### config.mk
export PLATFORM = sky130hd
export DESIGN_NAME = rcsh_divider
export DESIGN_NICKNAME = d
export VERILOG_FILES = /design/src/rcsh_pkg.sv /design/src/rcsh_divider.sv
export SDC_FILE = /design/constraint.sdc
export NUM_CORES = 1
export LEC_CHECK = 0
export BUFFER_PORTS_ARGS = -buffer_cell sky130_fd_sc_hd__buf_2
export CORE_AREA = 2 2 110 166
export DETAILED_ROUTE_END_ITERATION = 8
export DIE_AREA = 0 0 112 168
export GPL_ROUTABILITY_DRIVEN = 0
export PLACE_DENSITY = 0.62
export SLEW_MARGIN = 20
export SYNTH_ARGS = -nofsm -noshare
export SYNTH_HDL_FRONTEND = slang
export SYNTH_SLANG_ARGS = --single-unit
### constraint.sdc
create_clock -name clock -period 8.88 [get_ports clock]
set_clock_uncertainty 0.15 [all_clocks]
set_input_delay 0.888 -clock clock [delete_from_list [all_inputs] [get_ports clock]]
set_output_delay 0.888 -clock clock [all_outputs]
set_load 0.02 [all_outputs]
### src/rcsh_pkg.sv
// Package for the rectilinear contour scan-line hatch block.
// Holds coordinate types, code constants and the struct types shared by the top level and the sort cell.
// Depends on nothing.
`timescale 1ns / 1ps
`default_nettype none
package rcsh_pkg;

   localparam int MAX_VERTICES = 64;
   localparam int MAX_SEGS     = 32;
   localparam int SEG_CW       = $clog2(MAX_SEGS + 1);
   localparam int COORD_W      = 27;
   localparam int DELTA_W      = 21;
   localparam int STEP_W       = 16;
   localparam logic [STEP_W-1:0] STEP_RESET = 16'd500;

   localparam int DVD_W = 2 * COORD_W + 4;
   localparam int DSR_W = COORD_W + 2;

   localparam logic [1:0] KIND_MOVE_X = 2'd0;
   localparam logic [1:0] KIND_MOVE_Y = 2'd1;
   localparam logic [1:0] KIND_NEXT   = 2'd2;
   localparam logic [1:0] KIND_CLEAR  = 2'd3;

   localparam logic [1:0] PH_LOAD = 2'd0;
   localparam logic [1:0] PH_HOR  = 2'd1;
   localparam logic [1:0] PH_VER  = 2'd2;
   localparam logic [1:0] PH_DONE = 2'd3;

   typedef logic signed [COORD_W-1:0] coord_type;
   typedef logic signed [COORD_W:0]   wide_type;

   typedef struct packed {
      logic      valid;
      coord_type value;
   } link_type;

   typedef struct packed {
      logic      full;
      coord_type value;
   } held_type;

   typedef struct packed {
      logic clear;
      logic shift;
   } cell_ctrl_type;

   function automatic coord_type sat_coord(input wide_type v);
      coord_type r;
      if (v > wide_type'(67108863)) begin
         r = coord_type'(67108863);
      end else if (v < -wide_type'(67108864)) begin
         r = coord_type'(-67108864);
      end else begin
         r = v[COORD_W-1:0];
      end
      return r;
   endfunction

endpackage
`default_nettype wire

### src/rcsh_divider.sv
// Restoring divider, one quotient bit per cycle, for the diagonal closing edge.
// Depends on rcsh_pkg for the dividend and divisor widths.
`timescale 1ns / 1ps
`default_nettype none
module rcsh_divider (
   input  logic                        clock,
   input  logic                        reset,
   input  logic                        start,
   input  logic [rcsh_pkg::DVD_W-1:0]  dividend,
   input  logic [rcsh_pkg::DSR_W-1:0]  divisor,
   output logic                        done,
   output logic [rcsh_pkg::DSR_W-1:0]  quotient
);

   localparam int DVD_W = rcsh_pkg::DVD_W;
   localparam int DSR_W = rcsh_pkg::DSR_W;
   localparam int NW    = $clog2(DVD_W + 1);

   logic             busy_ff, busy_in;
   logic             done_ff, done_in;
   logic [NW-1:0]    cnt_ff, cnt_in;
   logic [DSR_W-1:0] rem_ff, rem_in;
   logic [DVD_W-1:0] dvd_ff, dvd_in;
   logic [DSR_W-1:0] dsr_ff, dsr_in;
   logic [DSR_W-1:0] quo_ff, quo_in;
   logic [DSR_W:0]   shifted;
   logic [DSR_W+1:0] trial;
   logic             fits;

   always_comb begin
      shifted = {rem_ff, dvd_ff[DVD_W-1]};
      trial   = {1'b0, shifted} - {2'b00, dsr_ff};
      fits    = !trial[DSR_W+1];
      busy_in = busy_ff;
      done_in = 1'b0;
      cnt_in  = cnt_ff;
      rem_in  = rem_ff;
      dvd_in  = dvd_ff;
      dsr_in  = dsr_ff;
      quo_in  = quo_ff;
      if (start) begin
         busy_in = 1'b1;
         cnt_in  = NW'(DVD_W);
         rem_in  = '0;
         dvd_in  = dividend;
         dsr_in  = divisor;
         quo_in  = '0;
      end else if (busy_ff) begin
         rem_in = fits ? trial[DSR_W-1:0] : shifted[DSR_W-1:0];
         dvd_in = {dvd_ff[DVD_W-2:0], 1'b0};
         quo_in = {quo_ff[DSR_W-2:0], fits};
         cnt_in = cnt_ff - NW'(1);
         if (cnt_ff == NW'(1)) begin
            busy_in = 1'b0;
            done_in = 1'b1;
         end
      end
   end

   always_ff @(posedge clock) begin
      if (reset) begin
         busy_ff <= 1'b0;
         done_ff <= 1'b0;
         cnt_ff  <= '0;
      end else begin
         busy_ff <= busy_in;
         done_ff <= done_in;
         cnt_ff  <= cnt_in;
      end
   end

   always_ff @(posedge clock) begin
      rem_ff <= rem_in;
      dvd_ff <= dvd_in;
      dsr_ff <= dsr_in;
      quo_ff <= quo_in;
   end

   assign done     = done_ff;
   assign quotient = quo_ff;

endmodule
`default_nettype wire

==> results.toml <==
[outcome]
outcome = "complete, no violations"

[finish]
layout_commonest_cell = "buf_2"
multiInputGateArea_um2 = 3450
final_cell_mix = "buf_2 (118), edfxtp_1 (87), nor2_1 (66)"
regArea_um2 = 3940
fillers = 1652
area_growth_pct = 17.1
drive_gt1_frac = 0.286
final_cells = 1037
stdcell_area_um2 = 9020
fin_nets = 928

[synth]
ys_seq_area_frac = 0.511
synth_cell_type_count = 68
synth-edff-count = 87
syn_avg_cell_area_um2 = 11.1
yosys_warnings = 0
synthTopCellsByArea = "edfxtp_1 (34%), dfxtp_1 (17%), mux2_2 (8.3%), ha_1 (5.0%), mux2i_1 (3.8%)"
synth_seq_cells = 153
syn_area_um2 = 7700
syn_inst = 697
synth_top_area_cell = "edfxtp_1"
syn_nets = 819
synthFlopType = "edfxtp_1"
async_flop_share = 0
yosys.area.top_type_share = 0.339

[sta]
worst_pin_slew_ns = 1.02
hold_viol = 0
min_period_ns = 3.59
max_freq_ghz = 0.278
setup_viol = 0
slew_headroom = 0.322
rsz0062_at_grt = "false"
maxSlewViolCount = 0
finalCritPeriodShare = 0.405
fin_tns_setup_ns = 0

[critical_path]
worstPathCellList = "inv_1 > ha_1 > fa_1 > nand2b_1 > a21o_1 > a21oi_4 > o21ai_2 > a211oi_4 > or2_1 > nand3_1 > a311oi_1"
critPathLaunch = "dvd_ff[57]"
r2r_slack_ns = 5.29
worst-path-max-fanout = 25
reg2reg_to = "rem_ff[2]"
r2r_start = "dvd_ff[57]"
path_delay_family = "simple AND/OR/NAND/NOR gates"
cp_slowest_cell = "or2_1"
path_buf_inv = 1
ff2ff_path_depth = 11
critPathMaxStageDelay_ns = 0.84
crit_path_end_kind = "flop"
cp.arrival_ns = 3.77
crit_path_start_kind = "flop"
critPathRequiredTime_ns = 9.06
critPathKind = "reg2reg"

[clocking]
clock_path_buffers = 2
cts_buffers = 17
path_clk_slew_ns = 0.06
cts.sinks = 153
cts_tree = "done"
cts_hold_buf = 0
root_buffer = "clkbuf_16"
clock_latency_ns = 0.43
post_cts_buffers = 0
cts_resized = 0
htree_levels = 4

[min_path]
hold_start = "rem_ff[12]"
hold_path_depth = 2
min_path_type = "reg2reg"
hold_end = "rem_ff[12]"

[drt]
drc = 0
wl_um = 16300
wl_per_cell_um = 15.7
dr.pass1.iters = 4
vias = 5516
first_iter_violations = 239
postRouteAntennaNets = 0
vias_per_cell = 5.32

[run]
drv_cap = 0

[power]
p_per_area_nw_per_um2 = 204
leakage_nw = 3.79
peakVddDrop_mv = 0.123

[floorplan]
io_pins = 120
num_rows = 60
core_um2 = 17600
dieHeight_um = 168
start_util = 0.439
die_w_um = 112
die-area_um2 = 18800

[grt]
use_met2 = 0.328
antenna_found_initial = 2
grt_max_degree = 86
grt_pass1_vias = 5687
grtUsageTotal = 0.177
grt-busiest-layer = "met2"
grt_first_pass_wirelength_um = 27100
use_met3 = 0.0486
global_route.overflow_total = 0
use_met1 = 0.193

[placement]
io_buffers = 119
dp_cells = 1004
dpl_cell_area_um2 = 8430
hpwl_um = 11400
[synth_stat cells (all sizes together) (2+ instances only)]
master	count
a22oi	2
or3	7
mux2	57
and3	3
nand2b	11
nand4	5
nor4b	2
nand2	62
nand3	8
a31oi	9
nor2	68
o31ai	4
nor4	2
or2	3
buf	22
a311oi	20
nor3	9
edfxtp	87
xor2	10
a21oi	34
nor2b	8
dfxtp	66
o2111ai	2
a21o	14
nand4b	2
o21ai	15
o21a	6
clkbuf	12
inv	37
o21bai	4
a21boi	3
a211oi	7
xnor2	11
mux2i	29
ha	31
o211ai	7
and2	2
a2111oi	3
[power breakdown]
| group | switching (mW) | total [mW] | internal [mW] |
|---|---|---|---|
| combinational | 0.158 | 0.282 | 0.124 |
| clock | 0.313 | 0.721 | 0.409 |
| sequential | 0.0241 | 0.834 | 0.810 |
[worst register-to-register path, delay by kind of cell, from the launching register on]
family,cells,cell delay (ns)
compound gates,5,1.16
fa+ha+maj,2,0.63
buf+inv,1,0.05
flops,1,0.35
simple gates,3,1.19
[routing by layer]
layer | up-vias | wire length (µm)
met3 | 23 | 743
met4 | 2 | 312
met2 | 102 | 8750
li1 | 2762 | -
met1 | 2627 | 6510
met5 | - | 9
[through the flow]
stage           util  hold WS, ns  total power [mW]  worst slack (ns)
2_1_floorplan      -        0.313              1.06              6.03
3_3_place_gp   0.480        0.323              1.12              5.43
3_5_place_dp   0.480        0.336              1.13              5.31
4_1_cts        0.513        0.346              1.86              5.27
5_1_grt        0.514        0.374              1.92              5.03
6_report       0.514        0.347              1.84              5.29
[layout make-up]
cell class | instances | share of cell area
Sequential cell | 153 | 0.436
Timing Repair Buffer | 124 | 0.0705
Clock inverter | 11 | 0.0104
Inverter | 37 | 0.0154
Multi-Input combinational cell | 473 | 0.382
Antenna cell | 1 | 0.000277
Clock buffer | 21 | 0.0546
Tap cell | 217 | 0.0301
[registers in the layout, indices dropped and copies added, names as in the netlist]
signal / flops
dvd_ff: 58
dsr_ff: 29
quotient: 29
rem_ff: 29
cnt_ff: 6
busy_ff: 1
done: 1
[kinds of logic after synthesis]
family,count (synthesis),synth area share
XOR/XNOR,21,0.0239
multiplexers,86,0.121
adder cells (fa/ha/maj),32,0.0529
flip-flops,153,0.511
buffers and inverters,71,0.0419
AO/OA/AOI/OAI,137,0.130
AND/OR/NAND/NOR,197,0.120
[how the worst max path moves through the flow]
stage          cells past startpoint  slack, ns         end
6_report                          11       5.29   rem_ff[2]
4_1_cts                           11       5.27  rem_ff[26]
5_1_grt                           11       5.03   rem_ff[3]
3_5_place_dp                      11       5.31  rem_ff[26]
3_3_place_gp                      11       5.43   rem_ff[2]
2_1_floorplan                      4       6.03   dvd_ff[0]
No activity file was read; power rests on OpenSTA's default activity.
