[src/rcsh_pkg.sv]
// Package for the rectilinear contour scan-line hatch block.
// Holds coordinate types, code constants and the struct types shared by the top level and the sort cell.
// Depends on nothing.
`timescale 1ns / 1ps
`default_nettype none
package rcsh_pkg;

   localparam int MAX_VERTICES = 64;
   localparam int MAX_SEGS     = 32;
   localparam int SEG_CW       = $clog2(MAX_SEGS + 1);
   localparam int COORD_W      = 27;
   localparam int DELTA_W      = 21;
   localparam int STEP_W       = 16;
   localparam logic [STEP_W-1:0] STEP_RESET = 16'd500;

   localparam int DVD_W = 2 * COORD_W + 4;
   localparam int DSR_W = COORD_W + 2;

   localparam logic [1:0] KIND_MOVE_X = 2'd0;
   localparam logic [1:0] KIND_MOVE_Y = 2'd1;
   localparam logic [1:0] KIND_NEXT   = 2'd2;
   localparam logic [1:0] KIND_CLEAR  = 2'd3;

   localparam logic [1:0] PH_LOAD = 2'd0;
   localparam logic [1:0] PH_HOR  = 2'd1;
   localparam logic [1:0] PH_VER  = 2'd2;
   localparam logic [1:0] PH_DONE = 2'd3;

   typedef logic signed [COORD_W-1:0] coord_type;
   typedef logic signed [COORD_W:0]   wide_type;

   typedef struct packed {
      logic      valid;
      coord_type value;
   } link_type;

   typedef struct packed {
      logic      full;
      coord_type value;
   } held_type;

   typedef struct packed {
      logic clear;
      logic shift;
   } cell_ctrl_type;

   function automatic coord_type sat_coord(input wide_type v);
      coord_type r;
      if (v > wide_type'(67108863)) begin
         r = coord_type'(67108863);
      end else if (v < -wide_type'(67108864)) begin
         r = coord_type'(-67108864);
      end else begin
         r = v[COORD_W-1:0];
      end
      return r;
   endfunction

endpackage
`default_nettype wire

[src/rcsh_sort_cell.sv]
// One cell of the insertion-sort chain that orders the crossings of a scan line.
// Depends on rcsh_pkg for the link, held and control struct types.
`timescale 1ns / 1ps
`default_nettype none
module rcsh_sort_cell (
   input  logic                    clock,
   input  logic                    reset,
   input  rcsh_pkg::cell_ctrl_type ctrl,
   input  rcsh_pkg::link_type      in_link,
   input  rcsh_pkg::held_type      right_held,
   output rcsh_pkg::link_type      out_link,
   output rcsh_pkg::held_type      held
);

   logic                full_ff, full_in;
   rcsh_pkg::coord_type value_ff, value_in;
   logic                pass_valid_ff, pass_valid_in;
   rcsh_pkg::coord_type pass_value_ff, pass_value_in;

   always_comb begin
      full_in       = full_ff;
      value_in      = value_ff;
      pass_valid_in = 1'b0;
      pass_value_in = pass_value_ff;
      if (ctrl.clear) begin
         full_in = 1'b0;
      end else if (ctrl.shift) begin
         full_in  = right_held.full;
         value_in = right_held.value;
      end else if (in_link.valid) begin
         if (!full_ff) begin
            full_in  = 1'b1;
            value_in = in_link.value;
         end else if (in_link.value < value_ff) begin
            value_in      = in_link.value;
            pass_valid_in = 1'b1;
            pass_value_in = value_ff;
         end else begin
            pass_valid_in = 1'b1;
            pass_value_in = in_link.value;
         end
      end
   end

   always_ff @(posedge clock) begin
      if (reset) begin
         full_ff       <= 1'b0;
         pass_valid_ff <= 1'b0;
      end else begin
         full_ff       <= full_in;
         pass_valid_ff <= pass_valid_in;
      end
   end

   always_ff @(posedge clock) begin
      value_ff      <= value_in;
      pass_value_ff <= pass_value_in;
   end

   assign out_link.valid = pass_valid_ff;
   assign out_link.value = pass_value_ff;
   assign held.full      = full_ff;
   assign held.value     = value_ff;

endmodule
`default_nettype wire

[config.mk]
export PLATFORM = sky130hd
export DESIGN_NAME = rcsh_sort_cell
export DESIGN_NICKNAME = d
export VERILOG_FILES = /design/src/rcsh_pkg.sv /design/src/rcsh_sort_cell.sv
export SDC_FILE = /design/constraint.sdc
export NUM_CORES = 1
export LEC_CHECK = 0
export BUFFER_PORTS_ARGS = -buffer_cell sky130_fd_sc_hd__clkbuf_2
export CORE_MARGIN = 4
export CORE_UTILIZATION = 48
export CTS_BUF_LIST = sky130_fd_sc_hd__clkbuf_16
export CTS_CLUSTER_DIAMETER = 30
export CTS_CLUSTER_SIZE = 24
export DETAILED_ROUTE_END_ITERATION = 16
export GPL_TIMING_DRIVEN = 0
export PLACE_DENSITY = 0.8
export SYNTH_ARGS = -nofsm -noshare
export SYNTH_HDL_FRONTEND = slang
export SYNTH_SLANG_ARGS = --single-unit
[constraint.sdc]
create_clock -name clock -period 5.1 [get_ports clock]
set_input_delay 0 -clock clock [delete_from_list [all_inputs] [get_ports clock]]
set_output_delay 0 -clock clock [all_outputs]
set_load 0.01 [all_outputs]
==> results_dict.tcl, run 1 <==
set metrics [dict create \
    status "completed" \
    core_mm2 0.00818 \
    finClkSkew_ns 0.00647 \
    placementRows 33 \
    crit_path_start "value_ff[8]" \
    total_power_mw 1.24 \
    final_common_cell "clkbuf_2" \
    syn_inst 380 \
    track_usage_pct 22.4 \
    reg2regPathDepth 11 \
    critPathMaxFanout 13 \
    drive_above_1_share_pct 36.7 \
    num_antenna_cells 0 \
    yosysUniqueCellTypes 40 \
    areaGrowthSynthToFinish_pct 22.5 \
    fillers 702 \
    postCtsResizedCells 0 \
    initial_core_util_pct 49.3 \
    slew_headroom_pct 6.79 \
    finalWirelength_mm 10.8 \
    dieArea_mm2 0.00992 \
    die_y_um 99.6 \
    synthesis.nets 466 \
    power_density_mw_per_mm2 252 \
    ff2ff_setup_slack_ns 1.57 \
    wl_per_cell_um 17.6 \
    drcViolationCount 0 \
    cts_setup_buffers 0 \
    syn_area_mm2 0.00403 \
    setup_viol 0 \
    grt_max_degree 29 \
    ant_nets 0 \
    cts_inserted_buffers 5 \
    cts-root-buf "clkbuf_16" \
    die_w_um 99.6 \
    rsz0062_at_grt "no" \
    synth_seq_cells 56 \
    r2r_start "value_ff[8]" \
    period_share_pct 69.1 \
    via_per_inst 5.71 \
    fin_cells 612 \
    via_count 3496 \
    ys_warn_count 0 \
    place_congestion 0.857 \
    cts_tree "yes" \
    worstHoldStart "right_held[8]" \
    grt_pass1_vias 3685 \
    grt_pass1_wl_mm 17.7 \
    fin_ws_ns 1.57 \
    leakage_nw 2.21 \
    critPathLaunchType "register" \
    path_class "reg2reg" \
    post-place-cells 602 \
    max_freq_mhz 284 \
    cap_violations 0 \
    fin_crit_ns 3.53 \
    final_core_util_pct 60.3 \
    worstMarginPinSlew_ns 1.40 \
    hold_viol_final 0 \
    htreeDepth 2 \
    slew_violations 0 \
    layout_common_cells "clkbuf_2, edfxtp_1, nand2_1" \
    insertion_delay_ns 0.30 \
    cts.sinks 56 \
    endpoint_kind "register" \
    dp_worst_setup_slack_ns 1.57 \
    nNetsFinal 592 \
    cp_data_arrival_time_ns 3.53 \
    reg2reg_to "value_ff[22]" \
    hold_path_class "in2reg" \
    avgSynthCellArea_um2 10.6 \
    required_ns 5.11 \
    clk_path_buf_depth 2 \
    cp-endpoint "value_ff[22]" \
    seq_area_frac_synth_pct 41.3 \
    dp_hpwl_mm 8.09 \
    port_buffers 115 \
    peakVddDrop_mv 0.162 \
    overflow 0 \
    drt-pass1-iter-count 7 \
    drt_iter0_drc 193 \
    io_pins 116 \
    clk_pin_slew_ns 0.07 \
    antenna_found_initial 0 \
]
## per-layer routing
layer	wire, um	vias to the layer above	share of wire (%)	global-route usage (%)
met2	5230	166	49	36.8
met4	226	0	2.1	9.98
li1	-	1652	-	-
met5	0	-	0	0
met3	939	20	8.7	4.21
met1	4380	1658	41	28.6
## Yosys cell counts
cell type	count	area (um2)
o21a_1	2	15.0
o211a_1	3	30.0
inv_1	26	97.6
buf_8	2	30.0
and3b_1	1	8.76
nor4b_1	9	78.8
nor4_4	1	21.3
buf_1	3	11.3
a21oi_1	12	60.1
a311o_1	12	120
nor3_1	2	10.0
clkbuf_1	6	22.5
or2_1	8	50.1
nand4_1	2	12.5
clkbuf_8	5	68.8
dfxtp_1	2	40.0
a211oi_1	14	105
nor2b_1	3	18.8
mux2_2	27	304
a221o_1	1	10.0
a22oi_1	26	195
o21ai_0	3	15.0
nor2_1	6	22.5
edfxtp_1	54	1620
o211ai_1	1	7.51
buf_4	4	30.0
o211ai_4	1	21.3
nand4_2	1	12.5
nand2_1	51	191
ha_1	26	325
or2_2	6	37.5
nor4b_2	4	60.1
a21o_1	3	22.5
or2b_1	1	7.51
nor4_1	1	6.26
buf_2	5	25.0
or2b_2	3	26.3
buf_6	4	45.0
nand3_1	3	15.0
nand2b_1	36	225
## state kept, by name, summed over array words and instances (netlist names)
register / flops
value_ff: 27
full_ff: 1
pass_valid_ff: 1
pass_value_ff: 27
## timing repair
item	in CTS	in global routing
hold buffers	2	0
endpoints found under the hold margin	2	0
setup endpoints to repair	0	0
## kinds of logic after synthesis
group | share of synthesized area [%]
AOI/OAI and AO/OA | 14.9
adders and majority gates | 8.08
buffers and inverters | 8.20
DFF | 41.3
muxes | 7.55
and+or+nand+nor | 20.0
## area by class of cell
cell class              instances  area, um2  area share [%]
plain buffers                  29        233            4.72
clock buffers                   5        125            2.54
clock inverters                 3       11.3           0.228
inverters                      26       97.6            1.98
multi-input cells             269       2050            41.6
flip-flops and latches         56       1660            33.7
well taps                     105        131            2.66
repair buffers                119        622            12.6
## per-stage QoR
stage / setup TNS [ns] / hold WS (ns) / cell area, um2
3_5_place_dp: 0 / 0.209 / 4780
5_1_grt: 0 / 0.00917 / 4930
4_1_cts: 0 / 0.000625 / 4930
3_3_place_gp: -0.467 / 0.205 / 4740
2_1_floorplan: 0 / 0.0716 / 4030
6_report: 0 / 0.00128 / 4930
## report_power, final
group	switching, mW	internal (mW)	leakage [nW]
Combinational	0.187	0.168	1.62
Sequential	0.0162	0.538	0.518
Clock	0.158	0.178	0.0738
Total	0.361	0.883	2.21
## critical path, stage by stage (launching register included)
cell	delay [ns]
edfxtp_1	0.43
inv_1	0.08
ha_1	0.24
a21o_1	0.19
a21o_1	0.18
a221o_1	0.35
o211ai_4	0.41
buf_6	0.21
a21oi_1	0.11
nor4_4	0.58
buf_8	0.25
buf_6	0.17
## worst min path at each step
| stage | endpoint | slack (ns) | depth (start not counted) |
|---|---|---|---|
| after floorplan | pass_valid_ff | 0.07 | 1 |
| after global placement | pass_valid_ff | 0.21 | 2 |
| after detailed placement | pass_valid_ff | 0.21 | 2 |
| after CTS | full_ff | 0.0006 | 3 |
| after global routing | value_ff[4] | 0.009 | 2 |
| final | value_ff[8] | 0.001 | 2 |
Power figures use the tool's default switching activity.
==> run 2: changes to the inputs <==
--- a/config.mk
+++ b/config.mk
@@ -5,15 +5,16 @@
 export SDC_FILE = /design/constraint.sdc
 export NUM_CORES = 1
 export LEC_CHECK = 0
+export ABC_AREA = 1
 export BUFFER_PORTS_ARGS = -buffer_cell sky130_fd_sc_hd__clkbuf_2
 export CORE_MARGIN = 4
-export CORE_UTILIZATION = 48
+export CORE_UTILIZATION = 50
 export CTS_BUF_LIST = sky130_fd_sc_hd__clkbuf_16
 export CTS_CLUSTER_DIAMETER = 30
 export CTS_CLUSTER_SIZE = 24
 export DETAILED_ROUTE_END_ITERATION = 16
 export GPL_TIMING_DRIVEN = 0
-export PLACE_DENSITY = 0.8
+export PLACE_DENSITY = 0.82
 export SYNTH_ARGS = -nofsm -noshare
 export SYNTH_HDL_FRONTEND = slang
 export SYNTH_SLANG_ARGS = --single-unit
==> constraint.sdc (replaced) <==
create_clock -name clock -period 3.5 [get_ports clock]
set_input_delay 0 -clock clock [delete_from_list [all_inputs] [get_ports clock]]
set_output_delay 0 -clock clock [all_outputs]
set_load 0.01 [all_outputs]
==> results_dict.tcl, run 2 <==
set metrics [dict create \
    status "completed" \
    htreeDepth 2 \
    max_freq_mhz 335 \
    syn_inst 370 \
    path_delay_family "buffers and inverters" \
    postCtsResizedCells 0 \
    cts.sinks 56 \
    cap_violations 0 \
    slowest_delay_ns 0.83 \
    critPathBufInv 2 \
    reg_top3 "pass_value_ff: 27 flops, value_ff: 27 flops" \
    cp_slowest_cell "inv_1" \
    period_share_pct 85.3 \
    wl_per_cell_um 13.6 \
    clk_pin_slew_ns 0.07 \
    reg2reg_to "value_ff[19]" \
    fillers 486 \
    p_clk_share_pct 28.9 \
    hold_depth 3 \
    synth_most_common_cell "nand2_1" \
    power.internal_mw 1.20 \
    areaGrowthSynthToFinish_pct 31.6 \
    initial_core_util_pct 52.8 \
    switching_share_pct 27.8 \
    required_ns 3.40 \
    critPathMaxFanout 27 \
    io_pins 116 \
    insertion_delay_ns 0.29 \
    fin_ws_ns 0.514 \
    antenna_found_initial 0 \
    async_reset_ff_share_pct 0 \
    cts_tree "yes" \
    dieArea_mm2 0.00779 \
    leakage_nw 2.25 \
    drive_above_1_share_pct 28.5 \
    p_sw_uw 463 \
    slew_headroom_pct 23.0 \
    cts_inserted_buffers 5 \
    synth_edf_count 54 \
    overflow 0 \
    layout_common_cells "nand2_1, clkbuf_2, edfxtp_1" \
    via_count 2826 \
    cts-root-buf "clkbuf_16" \
    synthesis.nets 456 \
    netlist.area_leader.share_pct 50.4 \
    grt_pass1_wl_mm 12.5 \
    track_usage_pct 20.8 \
    synth_flop_cell "edfxtp_1" \
    setup_viol 0 \
    ys_top_cells_by_count "nand2_1, edfxtp_1, inv_1, ha_1, nor2_1" \
    syn_area_mm2 0.00322 \
    seq_area_frac_synth_pct 51.6 \
    fin_crit_ns 2.99 \
    ys_top_cells_by_area "edfxtp_1, nand2_1, ha_1" \
    ys_warn_count 0 \
    rsz0062_at_grt "no" \
    p_seq_share_pct 48.2 \
    finalWirelength_mm 7.98 \
    clk_path_buf_depth 2 \
    drt-pass1-iter-count 4 \
    cp_data_arrival_time_ns 2.89 \
    r2r_start "value_ff[26]" \
    crit_chain "inv_1, ha_1, a21o_1, nor2_1, nand2_1, a21oi_2, nand3_1, nand3_1, nand2_1, inv_1" \
    finClkSkew_ns 0.00821 \
    core_mm2 0.00610 \
    drcViolationCount 0 \
    whs_ns 0.0000506 \
    p_comb_share_pct 22.9 \
    power_density_mw_per_mm2 393 \
    synth_seq_cells 56 \
    yosysUniqueCellTypes 23 \
    worstHoldStart "right_held[27]" \
    worstMarginPinSlew_ns 1.15 \
    die_w_um 88.2 \
    dp_worst_setup_slack_ns 0.499 \
    die_y_um 88.2 \
    placementRows 28 \
    ff2ff_setup_slack_ns 0.51 \
    nNetsFinal 598 \
    critPathLaunchType "register" \
    whs_endpoint "full_ff" \
    drt_iter0_drc 99 \
    grt_max_degree 28 \
    hold_viol_final 0 \
    setup_tns_ns 0 \
    endpoint_kind "register" \
    path_class "reg2reg" \
    port_buffers 115 \
    avgSynthCellArea_um2 8.70 \
    peakVddDrop_mv 0.221 \
    place_congestion 0.795 \
    slew_violations 0 \
    ant_nets 0 \
    via_per_inst 4.80 \
    final_common_cell "nand2_1" \
    yosys.area.top_type "edfxtp_1" \
    dp_hpwl_mm 5.82 \
    hold_path_class "in2reg" \
    grt_pass1_vias 2729 \
    reg2regPathDepth 10 \
]
==> run 2: logic make-up (layout without fill, tap and decap cells) <==
kind of cell	after synthesis	after routing	share of synthesized area [%]
AND/OR/NAND/NOR	223	223	28.3
buffers and inverters	50	193	7.27
other	0	1	0
flip-flops	56	56	51.6
AO/OA/AOI/OAI	15	15	2.76
adder cells (fa/ha/maj)	26	26	10.1
==> run 2: layout make-up <==
class,instances,area (um2),area share (%)
clock inverter,3,11.3,0.266
buffer,11,87.6,2.07
multi-input combinational,264,1330,31.4
timing repair buffer,135,776,18.3
clock buffer,5,125,2.95
sequential,56,1660,39.2
tap,75,93.8,2.22
inverter,39,146,3.46
antenna,1,2.50,0.0591
==> run 2: metrics by stage <==
stage	total power, mW	area (um2)	instances	utilization (%)
floorplan	1.05	3220	370	-
global placement	1.17	3890	560	63.8
detailed placement	1.18	3900	560	63.9
CTS	1.67	4230	588	69.4
global route	1.76	4230	588	69.4
finish	1.67	4240	589	69.5
==> run 2: worst max-delay path by stage <==
stage | endpoint | slack [ns] | depth (start not counted) | startpoint
global route | value_ff[14] | 0.27 | 10 | value_ff[26]
floorplan | value_ff[0] | 0.97 | 10 | value_ff[26]
detailed placement | value_ff[10] | 0.50 | 10 | value_ff[26]
CTS | value_ff[14] | 0.48 | 10 | value_ff[26]
global placement | value_ff[14] | 0.59 | 10 | value_ff[26]
finish | value_ff[19] | 0.51 | 10 | value_ff[26]
==> run 2: metal layers <==
| layer | GRT usage (%) | up-vias | share of wire, % |
|---|---|---|---|
| met4 | 6.73 | 0 | 1.7 |
| met1 | 25.3 | 1283 | 40 |
| li1 | - | 1456 | - |
| met3 | 2.79 | 8 | 5.1 |
| met5 | 0 | - | 0 |
| met2 | 37.9 | 79 | 53 |
==> run 2: power groups by stage <==
stage | Combinational, mW | Sequential, mW | Clock (mW)
after floorplan | 0.225 | 0.828 | 0
after global placement | 0.349 | 0.818 | 0
after detailed placement | 0.365 | 0.818 | 0
after CTS | 0.384 | 0.803 | 0.486
after global routing | 0.434 | 0.807 | 0.516
final | 0.381 | 0.803 | 0.481
==> run 2: what timing repair did <==
| item | in CTS | in global routing |
|---|---|---|
| endpoints found under the setup margin | 0 | 0 |
| hold buffers | 20 | 0 |
| setup buffers | 0 | 0 |
| endpoints found under the hold margin | 21 | 0 |
==> run 2: worst reg2reg max path: stages (launching register included) <==
cell      delay, ns
edfxtp_1       0.42
inv_1          0.08
ha_1           0.29
a21o_1         0.21
nor2_1         0.12
nand2_1        0.08
a21oi_2        0.20
nand3_1        0.19
nand3_1        0.13
nand2_1        0.05
inv_1          0.83
